### config.mk
export PLATFORM = sky130hd
export DESIGN_NAME = head_length_tail_frame_receiver_top
export DESIGN_NICKNAME = d
export VERILOG_FILES = /design/src/rtl/hlt_pkg.sv /design/src/rtl/head_length_tail_frame_receiver_top.sv /design/src/rtl/hlt_rx_core.sv /design/src/rtl/hlt_out_stage.sv
export VERILOG_INCLUDE_DIRS = /design/src /design/src/rtl
export SDC_FILE = /design/constraint.sdc
export NUM_CORES = 1
export LEC_CHECK = 0
export BUFFER_PORTS_ARGS = -buffer_cell sky130_fd_sc_hd__buf_2
export CAP_MARGIN = 20
export CORE_MARGIN = 3
export CORE_UTILIZATION = 30
export DETAILED_ROUTE_END_ITERATION = 8
export PLACE_DENSITY_LB_ADDON = 0.25
export REMOVE_ABC_BUFFERS = 1
export SYNTH_ARGS = -nofsm -noshare
export SYNTH_HDL_FRONTEND = slang
export SYNTH_SLANG_ARGS = --single-unit
### constraint.sdc
create_clock -name clk -period 7.1 [get_ports clk]
set_input_delay 1.065 -clock clk [delete_from_list [all_inputs] [get_ports clk]]
set_output_delay 1.065 -clock clk [all_outputs]
set_load 0.02 [all_outputs]
### src/rtl/head_length_tail_frame_receiver_top_macros.svh
// assertion macros used by the frame receiver core (hlt_rx_core)
`ifndef HEAD_LENGTH_TAIL_FRAME_RECEIVER_TOP_MACROS_SVH
`define HEAD_LENGTH_TAIL_FRAME_RECEIVER_TOP_MACROS_SVH

// same-cycle implication, sampled on clk, off while in reset
`define HLT_ASSERT_NOW(lbl, ante, cons) \
  lbl: assert property (@(posedge clk) disable iff (!rst_n) (ante) |-> (cons)) \
    else $error("frame receiver check failed");

// next-cycle implication, sampled on clk, off while in reset
`define HLT_ASSERT_NEXT(lbl, ante, cons) \
  lbl: assert property (@(posedge clk) disable iff (!rst_n) (ante) |=> (cons)) \
    else $error("frame receiver check failed");

`endif

### src/rtl/hlt_pkg.sv
// types and constants of the head/length/tail frame receiver
`default_nettype none
package hlt_pkg;

  localparam logic [7:0] FRAME_HEAD   = 8'h3C;
  localparam logic [7:0] FRAME_TAIL   = 8'h0D;
  localparam logic [7:0] MAX_DATA_LEN = 8'd64;

  localparam int OUT_TDATA_W = 32;

  typedef enum logic [2:0] {
    PH_IDLE = 3'd0,
    PH_HEAD = 3'd1,
    PH_TYPE = 3'd2,
    PH_DATA = 3'd3,
    PH_TAIL = 3'd4,
    PH_DONE = 3'd5
  } phase_t;

  typedef enum logic [2:0] {
    ERR_NONE     = 3'd0,
    ERR_NOT_HEAD = 3'd1,
    ERR_BAD_TYPE = 3'd2,
    ERR_TOO_LONG = 3'd3,
    ERR_BAD_TAIL = 3'd4,
    ERR_HELD     = 3'd5
  } err_t;

  typedef enum logic {
    CFG_TYPE_FLOOR   = 1'b0,
    CFG_TYPE_CEILING = 1'b1
  } cfg_idx_t;

  typedef struct packed {
    logic       kept;
    logic [6:0] position;
    logic [7:0] kept_byte;
    phase_t     phase;
    logic       frame_done;
    err_t       error_code;
    logic [6:0] frame_length;
  } res_t;

endpackage
`default_nettype wire

### src/rtl/head_length_tail_frame_receiver_top.sv
// top level of the head/length/tail frame receiver
//
//   channel  | direction | tdata / data                       | tuser / extra
//   ---------+-----------+------------------------------------+----------------
//   in_      | slave     | rx_byte                            | cmd
//   out_     | master    | kept..frame_length (see port list) | tlast=frame_done
//   cfg_     | slave     | cfg_data (8 bit)                   | cfg_index
//
// one byte per cycle sustained while out_tready stays high: input register, then decode, then result register
// a result shows on the bus once it has moved from the input register into the result register
// rst_n is synchronous; it empties both registers and returns the receiver to idle
// a stall on out_tready holds the result register and, once the input register is
// also full, drops in_tready; no transfer is lost or repeated
`default_nettype none
module head_length_tail_frame_receiver_top (
  input  wire logic                       clk,
  input  wire logic                       rst_n,
  // slave-side stream
  input  wire logic                       in_tvalid,
  output logic                            in_tready,
  input  wire logic [7:0]                 in_tdata,   // [7:0] rx_byte
  input  wire logic                       in_tuser,   // [0] cmd (1 = restart)
  // master-side stream
  output logic                            out_tvalid,
  input  wire logic                       out_tready,
  // [0] kept, [7:1] position, [15:8] kept_byte, [18:16] phase,
  // [21:19] error_code, [28:22] frame_length, [31:29] zero
  output logic [hlt_pkg::OUT_TDATA_W-1:0] out_tdata,
  output logic                            out_tlast,  // frame_done
  // configuration writes
  input  wire logic                       cfg_valid,
  output logic                            cfg_ready,
  input  wire logic                       cfg_index,
  input  wire logic [7:0]                 cfg_data
);
  import hlt_pkg::*;

  // input register
  logic       s1_valid_r;
  logic       s1_cmd_r;
  logic [7:0] s1_byte_r;

  // type window registers
  logic [7:0] type_floor_r;
  logic [7:0] type_ceiling_r;

  logic space;
  logic advance;
  res_t res;

  // an item leaves the input register when the result register can take it
  assign advance   = s1_valid_r && space;
  assign in_tready = !s1_valid_r || advance;
  assign cfg_ready = 1'b1;

  always_ff @(posedge clk) begin
    if (!rst_n) begin
      s1_valid_r <= 1'b0;
    end else if (in_tready) begin
      s1_valid_r <= in_tvalid;
    end
  end

  always_ff @(posedge clk) begin
    if (in_tready && in_tvalid) begin
      s1_cmd_r  <= in_tuser;
      s1_byte_r <= in_tdata;
    end
  end

  // configuration transfers, accepted on any cycle; meant for idle periods
  always_ff @(posedge clk) begin
    if (!rst_n) begin
      type_floor_r   <= 8'd0;
      type_ceiling_r <= 8'd255;
    end else if (cfg_valid && cfg_ready) begin
      case (cfg_idx_t'(cfg_index))
        CFG_TYPE_FLOOR:   type_floor_r   <= cfg_data;
        CFG_TYPE_CEILING: type_ceiling_r <= cfg_data;
        default: ;
      endcase
    end
  end

  hlt_rx_core u_core (
    .clk          (clk),
    .rst_n        (rst_n),
    .advance      (advance),
    .cmd          (s1_cmd_r),
    .rx_byte      (s1_byte_r),
    .type_floor   (type_floor_r),
    .type_ceiling (type_ceiling_r),
    .res          (res)
  );

  hlt_out_stage u_out (
    .clk        (clk),
    .rst_n      (rst_n),
    .load       (advance),
    .res        (res),
    .space      (space),
    .out_tvalid (out_tvalid),
    .out_tready (out_tready),
    .out_tdata  (out_tdata),
    .out_tlast  (out_tlast)
  );

endmodule
`default_nettype wire

### src/rtl/hlt_rx_core.sv
// frame tracking state and per-byte decode
`default_nettype none
`include "head_length_tail_frame_receiver_top_macros.svh"
module hlt_rx_core (
  input  wire logic          clk,
  input  wire logic          rst_n,
  input  wire logic          advance,
  input  wire logic          cmd,
  input  wire logic [7:0]    rx_byte,
  input  wire logic [7:0]    type_floor,
  input  wire logic [7:0]    type_ceiling,
  output hlt_pkg::res_t      res
);
  import hlt_pkg::*;

  phase_t     phase_r, phase_nxt;
  logic [7:0] decl_len_r, decl_len_nxt;
  logic [7:0] data_cnt_r, data_cnt_nxt;
  logic [7:0] wr_off_r, wr_off_nxt;
  err_t       err;
  logic       done;
  logic       kept;

  always_comb begin
    phase_nxt    = phase_r;
    decl_len_nxt = decl_len_r;
    data_cnt_nxt = data_cnt_r;
    wr_off_nxt   = wr_off_r;
    err          = ERR_NONE;
    done         = 1'b0;
    kept         = 1'b0;
    if (cmd) begin
      phase_nxt    = PH_IDLE;
      decl_len_nxt = '0;
      data_cnt_nxt = '0;
      wr_off_nxt   = '0;
    end else if (phase_r == PH_DONE) begin
      err = ERR_HELD;
    end else begin
      case (phase_r)
        PH_IDLE: begin
          if (rx_byte == FRAME_HEAD) phase_nxt = PH_HEAD;
          else err = ERR_NOT_HEAD;
        end
        PH_HEAD: begin
          if ((type_floor < rx_byte) && (rx_byte < type_ceiling)) phase_nxt = PH_TYPE;
          else err = ERR_BAD_TYPE;
        end
        PH_TYPE: begin
          if (rx_byte <= MAX_DATA_LEN) begin
            phase_nxt    = PH_DATA;
            decl_len_nxt = rx_byte;
          end else begin
            err = ERR_TOO_LONG;
          end
        end
        PH_DATA: begin
          // checksum byte is the one after the last data byte
          if (data_cnt_r < decl_len_r) data_cnt_nxt = data_cnt_r + 8'd1;
          else phase_nxt = PH_TAIL;
        end
        PH_TAIL: begin
          if (rx_byte == FRAME_TAIL) begin
            phase_nxt = PH_DONE;
            done      = 1'b1;
          end else begin
            err = ERR_BAD_TAIL;
          end
        end
        default: err = ERR_NOT_HEAD;
      endcase
      if (err == ERR_NONE) begin
        kept       = 1'b1;
        wr_off_nxt = wr_off_r + 8'd1;
      end else begin
        phase_nxt    = PH_IDLE;
        decl_len_nxt = '0;
        data_cnt_nxt = '0;
        wr_off_nxt   = '0;
      end
    end
  end

  always_comb begin
    res.kept         = kept;
    res.position     = kept ? wr_off_r[6:0] : 7'd0;
    res.kept_byte    = kept ? rx_byte : 8'd0;
    res.phase        = phase_nxt;
    res.frame_done   = done;
    res.error_code   = err;
    res.frame_length = decl_len_nxt[6:0];
  end

  always_ff @(posedge clk) begin
    if (!rst_n) begin
      phase_r    <= PH_IDLE;
      decl_len_r <= '0;
      data_cnt_r <= '0;
      wr_off_r   <= '0;
    end else if (advance) begin
      phase_r    <= phase_nxt;
      decl_len_r <= decl_len_nxt;
      data_cnt_r <= data_cnt_nxt;
      wr_off_r   <= wr_off_nxt;
    end
  end

  // a held frame stays held until a restart
  `HLT_ASSERT_NEXT(a_held_stays, advance && !cmd && (phase_r == PH_DONE), phase_r == PH_DONE)
  // restart leaves the receiver idle with the offset cleared
  `HLT_ASSERT_NEXT(a_restart_idle, advance && cmd, (phase_r == PH_IDLE) && (wr_off_r == 8'd0))
  // each kept byte moves the write offset on by one
  `HLT_ASSERT_NEXT(a_offset_step, advance && kept, wr_off_r == $past(wr_off_r) + 8'd1)
  // the data counter never runs past the declared length
  `HLT_ASSERT_NOW(a_count_bound, 1'b1, data_cnt_r <= decl_len_r)

endmodule
`default_nettype wire

### src/rtl/hlt_out_stage.sv
// result register in front of the master-side stream
`default_nettype none
module hlt_out_stage (
  input  wire logic                                clk,
  input  wire logic                                rst_n,
  input  wire logic                                load,
  input  wire hlt_pkg::res_t                       res,
  output logic                                     space,
  output logic                                     out_tvalid,
  input  wire logic                                out_tready,
  output logic [hlt_pkg::OUT_TDATA_W-1:0]          out_tdata,
  output logic                                     out_tlast
);
  import hlt_pkg::*;

  logic valid_r;
  res_t res_r;

  assign space = !valid_r || out_tready;

  always_ff @(posedge clk) begin
    if (!rst_n) begin
      valid_r <= 1'b0;
    end else if (space) begin
      valid_r <= load;
    end
  end

  always_ff @(posedge clk) begin
    if (space && load) res_r <= res;
  end

  assign out_tvalid = valid_r;
  assign out_tlast  = res_r.frame_done;
  assign out_tdata  = {3'b000, res_r.frame_length, res_r.error_code, res_r.phase,
                       res_r.kept_byte, res_r.position, res_r.kept};

endmodule
`default_nettype wire
==> run_results.csv, run 1 <==
group,metric,value,unit
sta,hold_viol,0,
critical_path,reg2reg_depth,9,
routing,drt_iter0_drc,159,
clock_tree,ctsHoldBuffers,0,
clock_tree,cts-root-buf,"clkbuf_16",
cells_and_area,drive_above_1_share,0.1901,
critical_path,crit_slowest_cell,"a311o_2",
critical_path,crit_path_max_incr_delay,630,ps
global_route,overflow,0,
power_and_ir_drop,p_leak,1.909,nW
hold_path,min_path_cells,2,
yosys,synth_warnings,0,
critical_path,crit_chain,"inv_1, ha_1, a211oi_1, nand2_1, a221oi_1, a311o_2, nand2_1, inv_2, a32o_1",
sta,layout_min_cycle_time,3222,ps
sta,clock.fmax,310.3,MHz
sta,holdWs,452.2,ps
routing,vias,3228,
cells_and_area,antenna_cells,0,
placement,io_buffer_count,54,
clock_tree,path_clk_slew,60,ps
critical_path,worstPathMaxFanout,30,
yosys,avgSynthCellArea,10.06,µm²
die,die_w,124.2,µm
cells_and_area,mostFrequentLayoutCells,"buf_2 (54), nand2_1 (49), dfxtp_1 (44)",
critical_path,arrival,3430,ps
sta,rsz0062_at_grt,"false",
sta,finalCritPeriodShare,0.4538,
yosys,yosys.area.top_type_share,0.2792,
yosys,synth_edf_count,39,
routing,wl_per_cell,16.14,µm
global_route,grt_max_degree,31,
yosys,syn_area,4194,µm²
power_and_ir_drop,p_per_area,221.1,nW/µm²
die,rows,42,
routing,ant_nets,0,
yosys,ys.flop_type,"dfxtp_1",
power_and_ir_drop,finalPower,1.076,mW
hold_path,hold_class,"flop to flop",
routing,routed_wirelength,10310,µm
placement,dp_slack,3851,ps
critical_path,cp.required,7310,ps
clock_tree,cts_inserted_buffers,9,
placement,hpwl,7485,µm
placement,gp_congestion,0.8373,
clock_tree,cts_tree,"built",
power_and_ir_drop,ir_drop,0.0001350,V
routing,drt-pass1-iter-count,4,
sta,setup_violations,0,
die,io_pins,59,
yosys,synth.yosys.seq_area_share,0.4893,
sta,slew_viol_final,0,
global_route,grt_first_pass_wirelength,16410,µm
yosys,async_reset_ff_frac,0,
clock_tree,clock-sinks,83,
cells_and_area,synthToLayoutAreaGrowth,16.08,%
sta,worstMarginPinSlew,873.7,ps
die,die-area,15430,µm²
cells_and_area,layout_commonest_cell,"buf_2",
yosys,netlist_instances,417,
clock_tree,h-tree-depth,3,
clock_tree,cts_resized,0,
critical_path,cp-start-kind,"flop",
outcome,status,"finished, final reports clean",
sta,fin_worst_skew,6.384,ps
die,fp.dieH,124.2,µm
global_route,first_global_vias,3121,
clock_tree,cts_buffer_depth,2,
yosys,ys_seq_elements,83,
sta,slew_headroom,0.4175,
yosys,synth_area_leaders,"edfxtp_1 (28%), dfxtp_1 (21%), ha_1 (6.9%)",
critical_path,cp-end-kind,"flop",
yosys,synth_top_cell_by_area,"edfxtp_1",
cells_and_area,finalNetCount,504,
die,start_util,0.3118,
die,core_area,13450,µm²
yosys,ys_types,69,
routing,drc,0,
critical_path,worstSetupPathType,"flop to flop",
sta,finalSetupTns,0,ps
critical_path,path_common_cell,"nand2_1",
global_route,antenna_found_initial,0,
job,max-cap-violations,0,
clock_tree,clk_latency,340,ps
sta,setup_slack,3878,ps
global_route,grt_usage,0.1315,
routing,viasPerCell,5.052,
clock_tree,cts_setup_buffers,0,
worst max-delay path, delay by kind of cell, from the launching register on:
kind            cells  cell delay (ps)
compound gates      4             1390
fa+ha+maj           1              270
buf+inv             2              470
flops               1              440
simple gates        2              520
where the power goes:
group	leakage [nW]	switching (mW)	internal, mW
sequential	0.738	0.0118	0.517
combinational	1.04	0.0576	0.0288
clock	0.133	0.191	0.270
final timing paths:
check / from / end / slack [ps]
setup / recovery: s1_byte_r[7]$_DFFE_PP_ / u_out.out_tdata[25]$_DFFE_PP_ / 3880
hold reg to reg: u_core.decl_len_r[7]$_SDFFE_PN0P_ / u_core.decl_len_r[7]$_SDFFE_PN0P_ / 450
setup reg to reg: s1_byte_r[7]$_DFFE_PP_ / u_out.out_tdata[25]$_DFFE_PP_ / 3880
hold / removal: u_core.decl_len_r[7]$_SDFFE_PN0P_ / u_core.decl_len_r[7]$_SDFFE_PN0P_ / 450
routing by layer:
metal / wire (µm) / vias to the layer above / global-route usage
li1: - / 1617 / -
met1: 5072 / 1542 / 0.1807
met2: 4859 / 62 / 0.2029
met3: 306 / 7 / 0.03007
met4: 73 / 0 / 0.04707
met5: 0 / - / 0
logic make-up (layout without fill, tap and decap cells):
family	after synthesis	after routing	synth area share
compound gates	83	83	0.1557
buf+inv	56	100	0.06145
fa+ha+maj	23	23	0.06862
other cells	2	4	0.001791
xor+xnor	6	6	0.01253
flops	83	83	0.4893
simple gates	164	164	0.2106
stage by stage:
stage | cells | utilization | cell area (µm²)
floorplan | 391 | - | 4049
global placement | 622 | 0.3380 | 4547
detailed placement | 622 | 0.3380 | 4547
CTS | 638 | 0.3598 | 4841
global route | 639 | 0.3619 | 4868
finish | 639 | 0.3619 | 4868
synth_stat cells, types with 2 or more instances:
| library cell | count |
|---|---|
| nor4_1 | 5 |
| o2111ai_1 | 3 |
| a31oi_1 | 9 |
| and3_1 | 11 |
| nor2b_1 | 2 |
| xor2_1 | 4 |
| a41oi_1 | 2 |
| nand3_1 | 16 |
| a21oi_1 | 14 |
| buf_1 | 2 |
| dfxtp_1 | 44 |
| nand2b_1 | 9 |
| nand4b_1 | 2 |
| clkbuf_1 | 12 |
| edfxtp_1 | 39 |
| o2bb2ai_1 | 7 |
| buf_4 | 7 |
| o21ai_0 | 8 |
| a32o_1 | 7 |
| nand4_1 | 9 |
| inv_2 | 2 |
| a211oi_1 | 5 |
| xnor2_1 | 2 |
| nor4b_1 | 2 |
| or2_2 | 2 |
| and2_1 | 10 |
| buf_6 | 2 |
| nor3_1 | 12 |
| o211ai_1 | 8 |
| buf_2 | 4 |
| nand2_1 | 49 |
| inv_1 | 26 |
| nor2_1 | 22 |
| ha_1 | 23 |
| conb_1 | 2 |
registers in the layout, indices dropped and copies added (netlist names):
signal             flops
u_core.wr_off_r        7
type_ceiling_r         8
type_floor_r           8
s1_valid_r             1
u_core.decl_len_r      8
s1_cmd_r               1
u_out.out_tlast        1
u_core.data_cnt_r      8
s1_byte_r              8
u_out.out_tdata       29
u_core.phase_r         3
u_out.out_tvalid       1
cell type report:
| cell class | count | area, µm² |
|---|---|---|
| multi-input cells | 280 | 1892 |
| clock inverters | 7 | 68.82 |
| inverters | 28 | 105.1 |
| repair buffers | 56 | 305.3 |
| well taps | 176 | 220.2 |
| fillers | 1394 | 8584 |
| flip-flops and latches | 83 | 2052 |
| clock buffers | 9 | 225.2 |
No activity file was read; power rests on OpenSTA's default activity.
==> inputs of run 2 (changes only) <==
- ABC_AREA: default -> 1
- clock period: 7.1 -> 2.62 ns (I/O delays scaled with it)
==> run 2 against run 1 <==
Effect of this change: sequential power rose to 2.7 times the previous value; synthesized area down 0.92%; fmax up 39%; die area down 0.88%; final area up 1.1%; clock power rose to 2.9 times the previous value; setup slack worse by 3600 ps; global-route usage down 0.13 points; critical endpoint is now u_out.out_tdata[18]$_DFFE_PP_; largest power group unchanged.
==> run_results.csv, run 2 <==
group,metric,value,unit
outcome,status,"finished, final reports clean",
die,start_util,0.3101,
power_and_ir_drop,ir_drop,0.0004034,V
cells_and_area,largest_register_ffs,29,
routing,ant_nets,0,
clock_tree,cts_resized,0,
placement,place_inst,696,
clock_tree,cts_setup_buffers,0,
hold_path,hold_class,"input port to flop",
sta,slew_headroom,0.5113,
routing,drt-pass1-iter-count,4,
cells_and_area,layout_commonest_cell,"nand2_1",
global_route,antenna_found_initial,0,
cells_and_area,antenna_cells,0,
yosys,ys.flop_type,"dfxtp_1",
clock_tree,ctsHoldBuffers,0,
cells_and_area,finalNetCount,577,
yosys,synth_warnings,0,
sta,finalCritPeriodShare,0.8871,
yosys,synth_top_cell_by_area,"edfxtp_1",
cells_and_area,stdcell_area,4922,µm²
yosys,netlist_instances,475,
placement,io_buffer_count,54,
die,io_pins,59,
critical_path,ff2ff_setup_slack,300,ps
global_route,grt_usage,0.1301,
critical_path,crit_path_max_incr_delay,430,ps
global_route,first_global_vias,3165,
routing,routed_wirelength,9108,µm
clock_tree,clk_latency,340,ps
die,die_w,123.7,µm
critical_path,crit_slowest_cell,"edfxtp_1",
cells_and_area,synthToLayoutAreaGrowth,18.46,%
routing,drc,0,
yosys,synth_area_leaders,"edfxtp_1 (28%), dfxtp_1 (21%), nand2_1 (8.2%)",
clock_tree,h-tree-depth,3,
yosys,avgSynthCellArea,8.748,µm²
global_route,grt_first_pass_wirelength,15260,µm
routing,wl_per_cell,12.79,µm
critical_path,cp-start-kind,"flop",
sta,rsz0062_at_grt,"false",
sta,slew_viol_final,0,
yosys,yosys.area.top_type_share,0.2818,
routing,vias,3198,
critical_path,path_common_cell,"nand2_1",
sta,hold_viol,0,
sta,clock.fmax,430.3,MHz
placement,placed_cell_area,4604,µm²
clock_tree,cts_inserted_buffers,9,
yosys,yosysMostFrequentCell,"nand2_1",
sta,layout_min_cycle_time,2324,ps
yosys,ys_types,36,
yosys,synth_common_cells,"nand2_1 (91), nor2_1 (62), inv_1 (53), dfxtp_1 (44), edfxtp_1 (39)",
critical_path,crit_chain,"inv_2, ha_1, nand2_1, nand2_1, nand2_1, nand2_1, nand2_1, nand3_1, nand2_1, nand3_4, clkinv_2, o21ai_0, nand2_1",
global_route,overflow,0,
power_and_ir_drop,p_per_area,638.1,nW/µm²
die,rows,42,
critical_path,cp.required,2700,ps
clock_tree,path_clk_slew,60,ps
routing,viasPerCell,4.492,
job,max-cap-violations,0,
sta,fin_worst_skew,8.017,ps
yosys,async_reset_ff_frac,0,
yosys,syn_area,4155,µm²
routing,drt_iter0_drc,239,
clock_tree,cts_buffer_depth,2,
sta,finalSetupTns,0,ps
cells_and_area,mostFrequentLayoutCells,"nand2_1 (91), nor2_1 (62), buf_2 (54)",
critical_path,cp-end-kind,"flop",
placement,hpwl,6779,µm
power_and_ir_drop,p_leak,2.039,nW
yosys,synth_edf_count,39,
sta,worstMarginPinSlew,732.2,ps
cells_and_area,drive_above_1_share,0.2239,
placement,gp_congestion,0.8154,
die,fp.dieH,123.7,µm
clock_tree,clock-sinks,83,
cells_and_area,layoutNonFillerInstCount,712,
die,core_area,13400,µm²
clock_tree,cts_tree,"built",
clock_tree,cts-root-buf,"clkbuf_16",
cells_and_area,nFillCells,1396,
die,die-area,15300,µm²
critical_path,arrival,2410,ps
yosys,ys_seq_elements,83,
sta,setup_violations,0,
critical_path,worstPathMaxFanout,11,
global_route,grt_max_degree,36,
yosys,synth.yosys.seq_area_share,0.4938,
critical_path,worstSetupPathType,"flop to flop",
==> run 2: power breakdown <==
group | internal [mW] | switching [mW] | total [mW]
Clock | 0.842 | 0.511 | 1.35
Sequential | 1.42 | 0.0314 | 1.45
Combinational | 0.107 | 0.233 | 0.340
==> run 2: per-layer routing <==
layer | up-vias | GRT usage | routed length, µm
li1 | 1657 | - | -
met1 | 1461 | 0.1688 | 4310
met2 | 72 | 0.2119 | 4245
met3 | 8 | 0.03406 | 430
met4 | 0 | 0.04152 | 121
met5 | - | 0 | 0
==> run 2: per-stage QoR <==
step                      total power [mW]  worst slack (ps)  utilization  hold WS (ps)
after floorplan                      1.697             540.0            -         428.6
after detailed placement             1.819             287.4       0.3436         459.8
after CTS                            3.180             285.5       0.3673         217.9
final                                3.141             295.9       0.3673         231.8
after global placement               1.815             366.0       0.3436         445.3
after global routing                 3.285             91.57       0.3673         218.2
==> run 2: logic make-up (layout without fill, tap and decap cells) <==
logic type / after synthesis / count (layout) / synth area share
flops: 83 / 83 / 0.4938
fa+ha+maj: 23 / 23 / 0.06926
compound gates: 70 / 70 / 0.1003
xor+xnor: 9 / 9 / 0.01897
other cells: 2 / 4 / 0.001807
simple gates: 204 / 204 / 0.2313
buf+inv: 84 / 143 / 0.08461
==> run 2: worst max-delay path: cells and delay by family, from the launching register on <==
| kind | cells | cell delay [ps] |
|---|---|---|
| flops | 1 | 430 |
| fa+ha+maj | 1 | 290 |
| buf+inv | 2 | 380 |
| compound gates | 1 | 200 |
| simple gates | 9 | 770 |
==> run 2: final cells by class <==
cell class	instances	area, µm²	area share
clock buffers	11	232.7	0.04728
repair buffers	58	312.8	0.06355
flip-flops and latches	83	2052	0.4169
well taps	176	220.2	0.04474
clock inverters	5	85.08	0.01729
multi-input cells	310	1759	0.3574
inverters	69	260.3	0.05287
==> run 2: path summary, 6_finish.rpt <==
path | end | from | depth (start not counted)
max | u_out.out_tdata[18]$_DFFE_PP_ | s1_byte_r[1]$_DFFE_PP_ | 13
min | s1_cmd_r$_DFFE_PP_ | in_tuser | 1
max reg2reg | u_out.out_tdata[18]$_DFFE_PP_ | s1_byte_r[1]$_DFFE_PP_ | 13
min reg2reg | type_floor_r[0]$_SDFFE_PN0P_ | type_floor_r[0]$_SDFFE_PN0P_ | 2
